**src/rtl/core/bezier_subdivision_defines.svh**
```systemverilog
// Assertion macros shared by the Bezier subdivision RTL.
`ifndef BEZIER_SUBDIVISION_DEFINES_SVH
`define BEZIER_SUBDIVISION_DEFINES_SVH

// Same-cycle implication, checked on every clock outside reset.
`define BZS_ASSERT_IMP(lbl, ante, cons, msg) \
  lbl: assert property (@(posedge clk) disable iff (!rst_n) (ante) |-> (cons)) \
    else $error(msg);

// Next-cycle implication, checked on every clock outside reset.
`define BZS_ASSERT_NXT(lbl, ante, cons, msg) \
  lbl: assert property (@(posedge clk) disable iff (!rst_n) (ante) |=> (cons)) \
    else $error(msg);

`endif

```
**src/rtl/core/bzs_pkg.sv**
```systemverilog
// Shared constants and types of the Bezier subdivision block.
`default_nettype none

package bzs_pkg;

  localparam int MAX_POINTS = 16;
  localparam int MAX_LEVELS = 8;
  localparam int COORD_W    = 32;
  localparam int IDX_W      = $clog2(MAX_POINTS);
  localparam int CNT_W      = $clog2(MAX_POINTS + 1);
  localparam int LEAF_W     = MAX_LEVELS + 1;
  localparam int LVL_W      = $clog2(MAX_LEVELS + 1);
  localparam int CFG_W      = 4;
  localparam int KIND_W     = 2;
  localparam int STATUS_W   = 2;

  localparam logic [CFG_W-1:0] CFG_LEVELS_RESET = 4'd5;

  // Request kinds
  localparam logic [KIND_W-1:0] KIND_APPEND = 2'd0;
  localparam logic [KIND_W-1:0] KIND_CLEAR  = 2'd1;
  localparam logic [KIND_W-1:0] KIND_LEAF   = 2'd2;

  typedef enum logic [STATUS_W-1:0] {
    ST_POINT   = 2'd0,
    ST_FEW     = 2'd1,
    ST_NO_LEAF = 2'd2,
    ST_FULL    = 2'd3
  } status_t;

  typedef struct packed {
    logic signed [COORD_W-1:0] x;
    logic signed [COORD_W-1:0] y;
  } point_t;

  typedef struct packed {
    point_t  pt;
    logic    last;
    logic    fin;
    status_t status;
  } res_t;

endpackage

`default_nettype wire

```
**src/rtl/core/bezier_subdivision.sv**
```systemverilog
// Top level of the Bezier subdivision block: config register and result register.
//
//   Channel   Dir  Handshake              Carries
//   in_       in   in_valid / in_ready    in_kind, in_point_x, in_point_y
//   out_      out  out_valid / out_ready  out_x, out_y, out_last_of_leaf,
//                                         out_final_leaf, out_status
//   cfg_      in   cfg_valid / cfg_ready  cfg_subdivision_levels
//
// Append and clear requests leave the sequencer idle; an error request holds it until its result is taken.
// A leaf request with n points and L levels copies the points, runs L*(n-1) de Casteljau
// rounds and emits n points through the work buffer memory's single read and write port.
// Reset is synchronous; no clearing pass is needed, stores fill on demand.
// A stalled output holds in the result register; new inputs wait for the sequencer.
`default_nettype none
`include "bezier_subdivision_defines.svh"

module bezier_subdivision (
  input  logic                               clk,
  input  logic                               rst_n,
  input  logic                               in_valid,
  output logic                               in_ready,
  input  logic [bzs_pkg::KIND_W-1:0]         in_kind,
  input  logic signed [bzs_pkg::COORD_W-1:0] in_point_x,
  input  logic signed [bzs_pkg::COORD_W-1:0] in_point_y,
  output logic                               out_valid,
  input  logic                               out_ready,
  output logic signed [bzs_pkg::COORD_W-1:0] out_x,
  output logic signed [bzs_pkg::COORD_W-1:0] out_y,
  output logic                               out_last_of_leaf,
  output logic                               out_final_leaf,
  output logic [bzs_pkg::STATUS_W-1:0]       out_status,
  input  logic                               cfg_valid,
  output logic                               cfg_ready,
  input  logic [bzs_pkg::CFG_W-1:0]          cfg_subdivision_levels
);
  import bzs_pkg::*;

  logic [CFG_W-1:0] levels_r;
  logic [LVL_W-1:0] levels_eff;
  logic             out_valid_r;
  res_t             out_res_r;
  logic             res_valid, res_take;
  res_t             res;

  // Config register, clamped to the deepest supported split
  assign cfg_ready  = 1'b1;
  assign levels_eff = (int'(levels_r) > MAX_LEVELS) ? LVL_W'(MAX_LEVELS) : LVL_W'(levels_r);

  always_ff @(posedge clk) begin
    if (!rst_n) begin
      levels_r <= CFG_LEVELS_RESET;
    end else if (cfg_valid && cfg_ready) begin
      levels_r <= cfg_subdivision_levels;
    end
  end

  bzs_engine u_engine (
    .clk        (clk),
    .rst_n      (rst_n),
    .in_valid   (in_valid),
    .in_ready   (in_ready),
    .in_kind    (in_kind),
    .in_point_x (in_point_x),
    .in_point_y (in_point_y),
    .levels_eff (levels_eff),
    .res_valid  (res_valid),
    .res        (res),
    .res_take   (res_take)
  );

  // Result register: load when empty or when the held transfer completes
  assign res_take = !out_valid_r || out_ready;

  always_ff @(posedge clk) begin
    if (!rst_n) begin
      out_valid_r <= 1'b0;
    end else if (res_take) begin
      out_valid_r <= res_valid;
    end
  end

  always_ff @(posedge clk) begin
    if (res_take && res_valid) begin
      out_res_r <= res;
    end
  end

  assign out_valid        = out_valid_r;
  assign out_x            = out_res_r.pt.x;
  assign out_y            = out_res_r.pt.y;
  assign out_last_of_leaf = out_res_r.last;
  assign out_final_leaf   = out_res_r.fin;
  assign out_status       = out_res_r.status;

  // Error results carry no point and close the leaf
  `BZS_ASSERT_IMP(a_err_shape, out_valid && (out_status != ST_POINT), out_last_of_leaf && !out_final_leaf && (out_x == '0) && (out_y == '0), "error result has point data")

  // The sequencer never offers a result while taking a request
  `BZS_ASSERT_IMP(a_res_busy, res_valid, !in_ready, "result offered while idle")

  // A leaf request always leaves the sequencer busy in the cycle after it is accepted
  `BZS_ASSERT_NXT(a_leaf_busy, in_valid && in_ready && (in_kind == KIND_LEAF), !in_ready, "leaf request did not start")

endmodule

`default_nettype wire

```
**src/rtl/core/bzs_midpoint.sv**
```systemverilog
// Floor midpoint of two Q16.16 points, exact 33-bit sums.
`default_nettype none

module bzs_midpoint (
  input  bzs_pkg::point_t a,
  input  bzs_pkg::point_t b,
  output bzs_pkg::point_t m
);
  import bzs_pkg::*;

  logic signed [COORD_W:0] sum_x;
  logic signed [COORD_W:0] sum_y;

  // Sign-extend, add, then drop the low bit (arithmetic floor of half)
  assign sum_x = {a.x[COORD_W-1], a.x} + {b.x[COORD_W-1], b.x};
  assign sum_y = {a.y[COORD_W-1], a.y} + {b.y[COORD_W-1], b.y};
  assign m.x   = sum_x[COORD_W:1];
  assign m.y   = sum_y[COORD_W:1];

endmodule

`default_nettype wire

```
**src/rtl/core/bzs_engine.sv**
```systemverilog
// Control store, work buffer and the in-place de Casteljau sequencer.
`default_nettype none

module bzs_engine (
  input  logic                          clk,
  input  logic                          rst_n,
  input  logic                          in_valid,
  output logic                          in_ready,
  input  logic [bzs_pkg::KIND_W-1:0]    in_kind,
  input  logic signed [bzs_pkg::COORD_W-1:0] in_point_x,
  input  logic signed [bzs_pkg::COORD_W-1:0] in_point_y,
  input  logic [bzs_pkg::LVL_W-1:0]     levels_eff,
  output logic                          res_valid,
  output bzs_pkg::res_t                 res,
  input  logic                          res_take
);
  import bzs_pkg::*;

  typedef enum logic [5:0] {
    S_IDLE    = 6'b000001,
    S_ERR     = 6'b000010,
    S_COPY    = 6'b000100,
    S_SWEEP   = 6'b001000,
    S_EMIT_RD = 6'b010000,
    S_EMIT_LD = 6'b100000
  } state_t;

  state_t              state_r, state_nxt;
  logic [CNT_W-1:0]    cnt_r, cnt_nxt;
  logic [LEAF_W-1:0]   leaf_r, leaf_nxt;
  logic [LEAF_W-1:0]   path_r, path_nxt;
  logic [LVL_W-1:0]    rem_r, rem_nxt;
  logic [CNT_W-1:0]    c_r, c_nxt;
  logic [CNT_W-1:0]    rnd_r, rnd_nxt;
  logic [IDX_W-1:0]    i_r, i_nxt;
  logic                fin_r, fin_nxt;
  status_t             err_r, err_nxt;

  point_t              store_mem [MAX_POINTS];
  point_t              work_mem  [MAX_POINTS];
  point_t              store_rd_r, work_rd_r, prev_r;

  logic                store_we, work_we;
  logic [IDX_W-1:0]    store_waddr, store_raddr, work_waddr, work_raddr;
  point_t              store_wdata, work_wdata, mid_pt;

  logic                accept, asc, is_last_pt;
  logic [CNT_W-1:0]    len, n_m1;
  logic [LEAF_W-1:0]   leaves;
  logic [LVL_W:0]      shamt;
  logic [CNT_W-1:0]    sw_raddr, sw_waddr;

  assign accept     = in_valid && in_ready;
  assign in_ready   = (state_r == S_IDLE);
  assign n_m1       = cnt_r - CNT_W'(1);
  assign len        = cnt_r - rnd_r;
  assign leaves     = LEAF_W'(1) << levels_eff;
  assign shamt      = (LVL_W + 1)'(LEAF_W) - {1'b0, levels_eff};
  assign is_last_pt = (CNT_W'(i_r) == n_m1);

  // Right half sweeps upward, left half downward; both leave the result in place
  assign asc      = path_r[LEAF_W-1];
  assign sw_raddr = asc ? c_r : (n_m1 - c_r);
  assign sw_waddr = asc ? (c_r - CNT_W'(2)) : (cnt_r + CNT_W'(1) - c_r);

  bzs_midpoint u_mid (
    .a (prev_r),
    .b (work_rd_r),
    .m (mid_pt)
  );

  // Control store port selection
  assign store_we    = accept && (in_kind == KIND_APPEND) && (cnt_r < CNT_W'(MAX_POINTS));
  assign store_waddr = cnt_r[IDX_W-1:0];
  assign store_wdata = '{x: in_point_x, y: in_point_y};
  assign store_raddr = c_r[IDX_W-1:0];

  // Work buffer port selection
  always_comb begin
    work_we    = 1'b0;
    work_waddr = sw_waddr[IDX_W-1:0];
    work_wdata = mid_pt;
    work_raddr = i_r;
    if (state_r == S_COPY) begin
      work_we    = (c_r != '0);
      work_waddr = IDX_W'(c_r - CNT_W'(1));
      work_wdata = store_rd_r;
    end else if (state_r == S_SWEEP) begin
      work_we    = (c_r >= CNT_W'(2));
      work_raddr = sw_raddr[IDX_W-1:0];
    end
  end

  // Memories: one write and one registered read per cycle each
  always_ff @(posedge clk) begin
    if (store_we) begin
      store_mem[store_waddr] <= store_wdata;
    end
    store_rd_r <= store_mem[store_raddr];
  end

  always_ff @(posedge clk) begin
    if (work_we) begin
      work_mem[work_waddr] <= work_wdata;
    end
    work_rd_r <= work_mem[work_raddr];
    prev_r    <= work_rd_r;
  end

  // Sequencer
  always_comb begin
    state_nxt = state_r;
    cnt_nxt   = cnt_r;
    leaf_nxt  = leaf_r;
    path_nxt  = path_r;
    rem_nxt   = rem_r;
    c_nxt     = c_r;
    rnd_nxt   = rnd_r;
    i_nxt     = i_r;
    fin_nxt   = fin_r;
    err_nxt   = err_r;
    res_valid = 1'b0;
    res       = '{pt: '0, last: 1'b1, fin: 1'b0, status: err_r};

    unique case (state_r)
      S_IDLE: begin
        if (accept) begin
          unique case (in_kind)
            KIND_APPEND: begin
              if (cnt_r >= CNT_W'(MAX_POINTS)) begin
                err_nxt   = ST_FULL;
                state_nxt = S_ERR;
              end else begin
                cnt_nxt  = cnt_r + CNT_W'(1);
                leaf_nxt = '0;
              end
            end
            KIND_CLEAR: begin
              cnt_nxt  = '0;
              leaf_nxt = '0;
            end
            KIND_LEAF: begin
              if (cnt_r < CNT_W'(2)) begin
                err_nxt   = ST_FEW;
                state_nxt = S_ERR;
              end else if (leaf_r >= leaves) begin
                err_nxt   = ST_NO_LEAF;
                state_nxt = S_ERR;
              end else begin
                fin_nxt   = (leaf_r == leaves - LEAF_W'(1));
                path_nxt  = leaf_r << shamt;
                rem_nxt   = levels_eff;
                leaf_nxt  = leaf_r + LEAF_W'(1);
                c_nxt     = '0;
                state_nxt = S_COPY;
              end
            end
            default: ;
          endcase
        end
      end

      S_ERR: begin
        res_valid = 1'b1;
        if (res_take) begin
          state_nxt = S_IDLE;
        end
      end

      // Stream the control points into the work buffer
      S_COPY: begin
        c_nxt = c_r + CNT_W'(1);
        if (c_r == cnt_r) begin
          c_nxt   = '0;
          rnd_nxt = CNT_W'(1);
          i_nxt   = '0;
          if (rem_r == '0) begin
            state_nxt = S_EMIT_RD;
          end else begin
            state_nxt = S_SWEEP;
          end
        end
      end

      // One de Casteljau round per pass; n-1 rounds per level
      S_SWEEP: begin
        c_nxt = c_r + CNT_W'(1);
        if (c_r == len + CNT_W'(1)) begin
          c_nxt = '0;
          if (rnd_r == n_m1) begin
            rnd_nxt  = CNT_W'(1);
            rem_nxt  = rem_r - LVL_W'(1);
            path_nxt = path_r << 1;
            if (rem_r == LVL_W'(1)) begin
              i_nxt     = '0;
              state_nxt = S_EMIT_RD;
            end
          end else begin
            rnd_nxt = rnd_r + CNT_W'(1);
          end
        end
      end

      S_EMIT_RD: begin
        state_nxt = S_EMIT_LD;
      end

      S_EMIT_LD: begin
        res_valid = 1'b1;
        res       = '{pt: work_rd_r, last: is_last_pt, fin: fin_r, status: ST_POINT};
        if (res_take) begin
          if (is_last_pt) begin
            state_nxt = S_IDLE;
          end else begin
            i_nxt     = i_r + IDX_W'(1);
            state_nxt = S_EMIT_RD;
          end
        end
      end

      default: begin
        state_nxt = S_IDLE;
      end
    endcase
  end

  always_ff @(posedge clk) begin
    if (!rst_n) begin
      state_r <= S_IDLE;
      cnt_r   <= '0;
      leaf_r  <= '0;
      path_r  <= '0;
      rem_r   <= '0;
      c_r     <= '0;
      rnd_r   <= '0;
      i_r     <= '0;
      fin_r   <= 1'b0;
      err_r   <= ST_POINT;
    end else begin
      state_r <= state_nxt;
      cnt_r   <= cnt_nxt;
      leaf_r  <= leaf_nxt;
      path_r  <= path_nxt;
      rem_r   <= rem_nxt;
      c_r     <= c_nxt;
      rnd_r   <= rnd_nxt;
      i_r     <= i_nxt;
      fin_r   <= fin_nxt;
      err_r   <= err_nxt;
    end
  end

endmodule

`default_nettype wire
```
**config.mk**
```make
export PLATFORM = sky130hd
export DESIGN_NAME = bezier_subdivision
export DESIGN_NICKNAME = d
export VERILOG_FILES = /design/src/rtl/core/bzs_pkg.sv /design/src/rtl/core/bezier_subdivision.sv /design/src/rtl/core/bzs_midpoint.sv /design/src/rtl/core/bzs_engine.sv
export VERILOG_INCLUDE_DIRS = /design/src /design/src/rtl/core
export SDC_FILE = /design/constraint.sdc
export NUM_CORES = 2
export LEC_CHECK = 0
export BUFFER_PORTS_ARGS = -buffer_cell sky130_fd_sc_hd__buf_4
export CAP_MARGIN = 25
export CORE_ASPECT_RATIO = 1.25
export CORE_MARGIN = 2
export CORE_UTILIZATION = 25
export CTS_CLUSTER_SIZE = 8
export DETAILED_ROUTE_END_ITERATION = 10
export SLEW_MARGIN = 20
export SYNTH_ARGS = -nofsm -noshare
export SYNTH_HDL_FRONTEND = slang
export SYNTH_SLANG_ARGS = --single-unit
```
**constraint.sdc**
```tcl
create_clock -name clk -period 10.7 [get_ports clk]
set_clock_uncertainty 0.05 [all_clocks]
set_input_delay 2.14 -clock clk [delete_from_list [all_inputs] [get_ports clk]]
set_output_delay 2.14 -clock clk [all_outputs]
set_load 0.03 [all_outputs]
```
### Word-level counts from Yosys, hierarchy flattened

Memories as Yosys holds them, arrays and structs flattened. A register that Yosys moved wholly into a read port is not among the register bits.
Index checks and enable logic that the tools add are counted.

* order comparisons: 6
* $add $sub $neg: 17
* muxes and demuxes: 70
* shift operators: 2
* equality and inequality tests: 32
* reduce and logical (&&, ||, !) cells: 26
* bitwise operators: 2

Operator list (count)
* $mux 9: 9
* $mux 4: 18
* $add 32x32->33: 2
* $mux 64: 1
* $mux 5: 12
* $mux 6: 9
* $pmux 6 s6: 1
* $ne 2x2->1 const B: 15
* $pmux 9 s3: 1
* $add 5x1->5 const B: 4
* $pmux 5 s2: 2
* $pmux 9 s2: 1
* $eq 5x5->1: 3
* $pmux 5 s3: 1
* $reduce_and 5->1: 3
* $reduce_and 7->1: 2
* $pmux 4 s3: 1
* $pmux 6 s2: 1
* $add 9x1->9 const B: 1
* $eq 9x9->1: 1
* $ge 9x9->1: 1
* $reduce_and 9->1: 1
* $reduce_bool 3->1: 3
* $shl 1x4->9 const A: 1
* 43 further kinds: 61

* memory bits (writable): 2048
* input bits: 75
* output and inout bits: 71
* memories: 2
* flip-flop bits (word level): 187
* logic and storage cells: 176

Memory list
* u_engine.store_mem: depth 16, bits a word 64, read ports 1, clocked after Yosys merged registers in 1, write ports 1, RTL line bzs_engine.sv:39 `point_t store_mem [MAX_POINTS];`
* u_engine.work_mem: depth 16, bits a word 64, read ports 1, clocked after Yosys merged registers in 1, write ports 1, RTL line bzs_engine.sv:40 `point_t work_mem [MAX_POINTS];`

### Longest topological paths before layout

* word-level depth: 9
* gate-level depth with buffers: 17
* depth with buffers taken out: 15

### Hierarchy

A second synthesis with hierarchy kept.

* cell total of the unflattened synthesis: 5341
* area total of the unflattened synthesis: 93414.6 um2

By module, submodules not included
* bzs_engine: area each 88108.3 um2, instances 1, cells an instance 4838, sequential area each 66343.6 um2
* bzs_midpoint: area each 3027.9 um2, instances 1, cells an instance 411, sequential area each 0.0 um2
* bezier_subdivision: area each 2278.4 um2, instances 1, cells an instance 92, sequential area each 2142.1 um2

### Worst setup path before layout

Ideal clock, no wire load.

* kind: flip-flop to flip-flop
* start: register u_engine.c_r[1]
* end: memory u_engine.work_mem[12][0] (netlist name) (enable)
* setup slack: 4.376 ns
* cell stages (with the launch flop): 15
* setup time: 0.486 ns
* data arrival time: 5.787 ns
* required time: 10.164 ns
* buffers on the path: 3
* clock period less this slack: 6.324 ns
* cell sequence: dfxtp_1 clkbuf_1 clkbuf_1 buf_1 inv_1 ha_1 a21o_1 a21oi_1 xnor2_1 nor2_1 a21oi_1 a21oi_1 xnor2_1 or2_2 nor2_1

* longest elaborated chain between the ends: 5
* elaborated cells on any way between the ends: 11
* classes of those cells: add/sub (3); order compare (1); mux (6); reduce/logical (1)

RTL lines
* start: declaration: RTL line bzs_engine.sv:33 `logic [CNT_W-1:0] c_r, c_nxt;`
* start signal: assignment: RTL line bzs_engine.sv:245 `c_r <= c_nxt;`
* $ge 5x2->1: RTL line bzs_engine.sv:89 `work_we = (c_r >= CNT_W'(2));`
* $mux 1: RTL line bzs_engine.sv:88 `end else if (state_r == S_SWEEP) begin`
* $mux 1: RTL line bzs_engine.sv:84 `if (state_r == S_COPY) begin`
* $mux 1: RTL line bzs_engine.sv:103 `if (work_we) begin`
* $mux 1 (not written as such): RTL line bzs_engine.sv:104 `work_mem[work_waddr] <= work_wdata;`
* end: declaration: RTL line bzs_engine.sv:40

Several ways; a longest one is shown, not always the timed one.

### Final worst setup path

* start: register u_engine.c_r[1]
* end: memory u_engine.work_mem[4][22] (netlist name) (enable)

Same word-level chain as after synthesis.

==> impl_metrics.ini <==
[critical_path]
endpoint_kind = register
critical_path_required_ps = 11100
start_kind = register
r2r-start = u_engine.c_r[1]
crit_fanout = 58
critPathKind = register to register
critPathLaunch = u_engine.c_r[1]
crit_arrival_ps = 5770

[timing]
holdWs_ps = 315
finalMaxSlewViolations = 0
max_slew.worst_pin.slew_ps = 1180
rsz0062_at_grt = no
period_share = 0.503
fin_setup_tns_ps = 0
maxSlewHeadroom = 0.216
fin_crit_ps = 5380
fmax_ghz = 0.186
hold_viol_final = 0
setup_viol = 0

[synthesis]
synth_seq_cells = 2363
synth_top_family_by_area = multiplexers
synth-seq-area-share = 0.736
synth-xor-area-share = 0.00942
synthMuxAreaShare = 0.0791
yosysWarnings = 0
synth_fp_nets = 5838
synthArstFlopShare = 0
synth.avg_cell_area_sq_um = 16.4
synth_edf_count = 2116
synthCells = 5656
ys.flop_type = edfxtp_1
synth_fa_ha_area_frac = 0.0148
synth_area_sq_mm = 0.0930
synth-simple-area-share = 0.0653
synth-compound-area-share = 0.0779
synth_cell_types = 79

[cts]
clk_latency_ps = 850
h-tree-depth = 5
cts_setup_buffers = 0
clk_path_buf_depth = 4
clock_sinks = 2363
cts_tree = yes
post_cts_resized = 0
clockRootBuffer = clkbuf_16
cts_hold_buffers = 0
cts_buffers = 337
cts.clk_slew.worst_paths_ps = 60

[die]
row_count = 250
start_util = 0.251
ios = 146
coreArea_sq_mm = 0.371
die-area_sq_mm = 0.377
die_h_microns = 686
die_w_microns = 550

[placed_design]
numPortBuffers = 144
place_hpwl_microns = 134000
place_congestion = 0.800

[worst_hold_path]
min_path_type = register to register
min_from = u_engine.work_rd_r[47]

[grt]
globalRouteTotalUtil = 0.122
grt_pass1_vias = 52400
grt_overflow = 0
grt_pass1_wl_microns = 349000
grt_max_degree = 233
antenna_found_initial = 42

[flow_run]
drv_cap = 0

[detailed_routing]
first_pass_iters = 6
drtIter0Drc = 4356
drc = 0
wl_microns = 238000
drtAntennaViolNets = 0
drt-vias-per-instance = 4.61
wl_per_cell_microns = 21.4
vias = 51200

[finish]
area_growth_pct = 18.3
drive_above_1_share = 0.168
layout_common_cells = edfxtp_1 (2,116), nand2_1 (641), clkbuf_16 (341)
fin_util = 0.297
final_common_cell = edfxtp_1
nets = 6108
fillers = 36200

[outcome]
status = finished, final reports clean

[pwr]
power.leakage_nw = 34.6
vdd_drop_max_uv = 128
power_density_mw_per_mm2 = 181
## per-layer routing
metal  GRT usage  wire length, microns
met5           0                   199
met4      0.0393                  6790
met3      0.0209                 12600
met2       0.219                123000
met1       0.148                 95800
## critical path: stages, from the launching register on
cell and delay (ps):
dfxtp_4 920, inv_1 340, ha_1 380, a21o_1 180, a21oi_1 230, xnor2_1 150
nor2_1 60, a21oi_1 130, a21oi_1 100, xnor2_1 390, nand2b_1 330, nor2_4 340
buf_4 660, buf_4 600
## synth_stat cells (33+ instances only)
master    count  share of area
o21ai_0      78         0.0042
a21o_1       34         0.0027
edfxtp_1   2116           0.68
dfxtp_1     247          0.053
buf_2        57         0.0031
a311oi_1    129          0.012
inv_1        50         0.0020
xor2_1       51         0.0048
a21oi_1     249          0.013
ha_1        102          0.014
a211oi_1    332          0.027
xnor2_1      49         0.0046
and2_1      310          0.021
nand3_1      33         0.0018
a31oi_1     143         0.0096
nand2_1     641          0.026
mux4_2      320          0.077
nor2_1      155         0.0063
clkbuf_1    252          0.010
## per-stage QoR
stage          area, sq um  setup slack (ps)  power, mW  cells
2_1_floorplan        93000              4380       10.3   5656
3_3_place_gp        100000              5020       10.4  10500
3_5_place_dp        100000              4970       10.4  10500
4_1_cts             110000              5370       20.1  11100
5_1_grt             110000              4970       20.5  11100
6_report            110000              5320       19.9  11100
## area by class of cell
cell class / count / area (sq um) / area share
Antenna cell: 10 / 25.0 / 0.000228
Sequential cell: 2363 / 68500 / 0.623
Multi-Input combinational cell: 2897 / 23300 / 0.212
Timing Repair Buffer: 277 / 2180 / 0.0198
Clock buffer: 571 / 9400 / 0.0854
Clock inverter: 21 / 236 / 0.00215
Tap cell: 4914 / 6150 / 0.0559
Inverter: 50 / 188 / 0.00171
## cell families (layout without fill, tap and decap cells)
logic type | after synthesis | count (layout)
adders and majority gates | 107 | 107
xor gates and xnor gates | 100 | 100
other | 1 | 11
and+or+nand+nor | 1288 | 1288
AOI/OAI and AO/OA | 1066 | 1066
buffers and inverters | 396 | 919
DFF | 2363 | 2363
muxes | 335 | 335
## registers in the layout (all words and copies together) (netlist names), 5 cells and up
signal	count
u_engine.leaf_r	9
u_engine.store_mem	1024
u_engine.path_r	9
out_x	32
u_engine.state_r	6
u_engine.work_rd_r	64
out_y	32
u_engine.store_rd_r	64
u_engine.rnd_r	5
u_engine.c_r	5
u_engine.work_mem	1024
u_engine.prev_r	64
u_engine.cnt_r	5
## worst paths after layout
check | slack, ps | cells after the start | to
max | 5320 | 13 | u_engine.work_mem[4][22]
max reg2reg | 5320 | 13 | u_engine.work_mem[4][22]
min | 310 | 0 | u_engine.prev_r[47]
min reg2reg | 310 | 0 | u_engine.prev_r[47]
## where the power goes
group	internal, mW	switching [mW]	leakage (nW)
combinational	0.0570	0.114	9.04
sequential	10.0	0.0187	21.0
clock	5.92	3.80	4.59
total	16.0	3.93	34.6
Note: power is estimated with default switching activity, not from simulation.
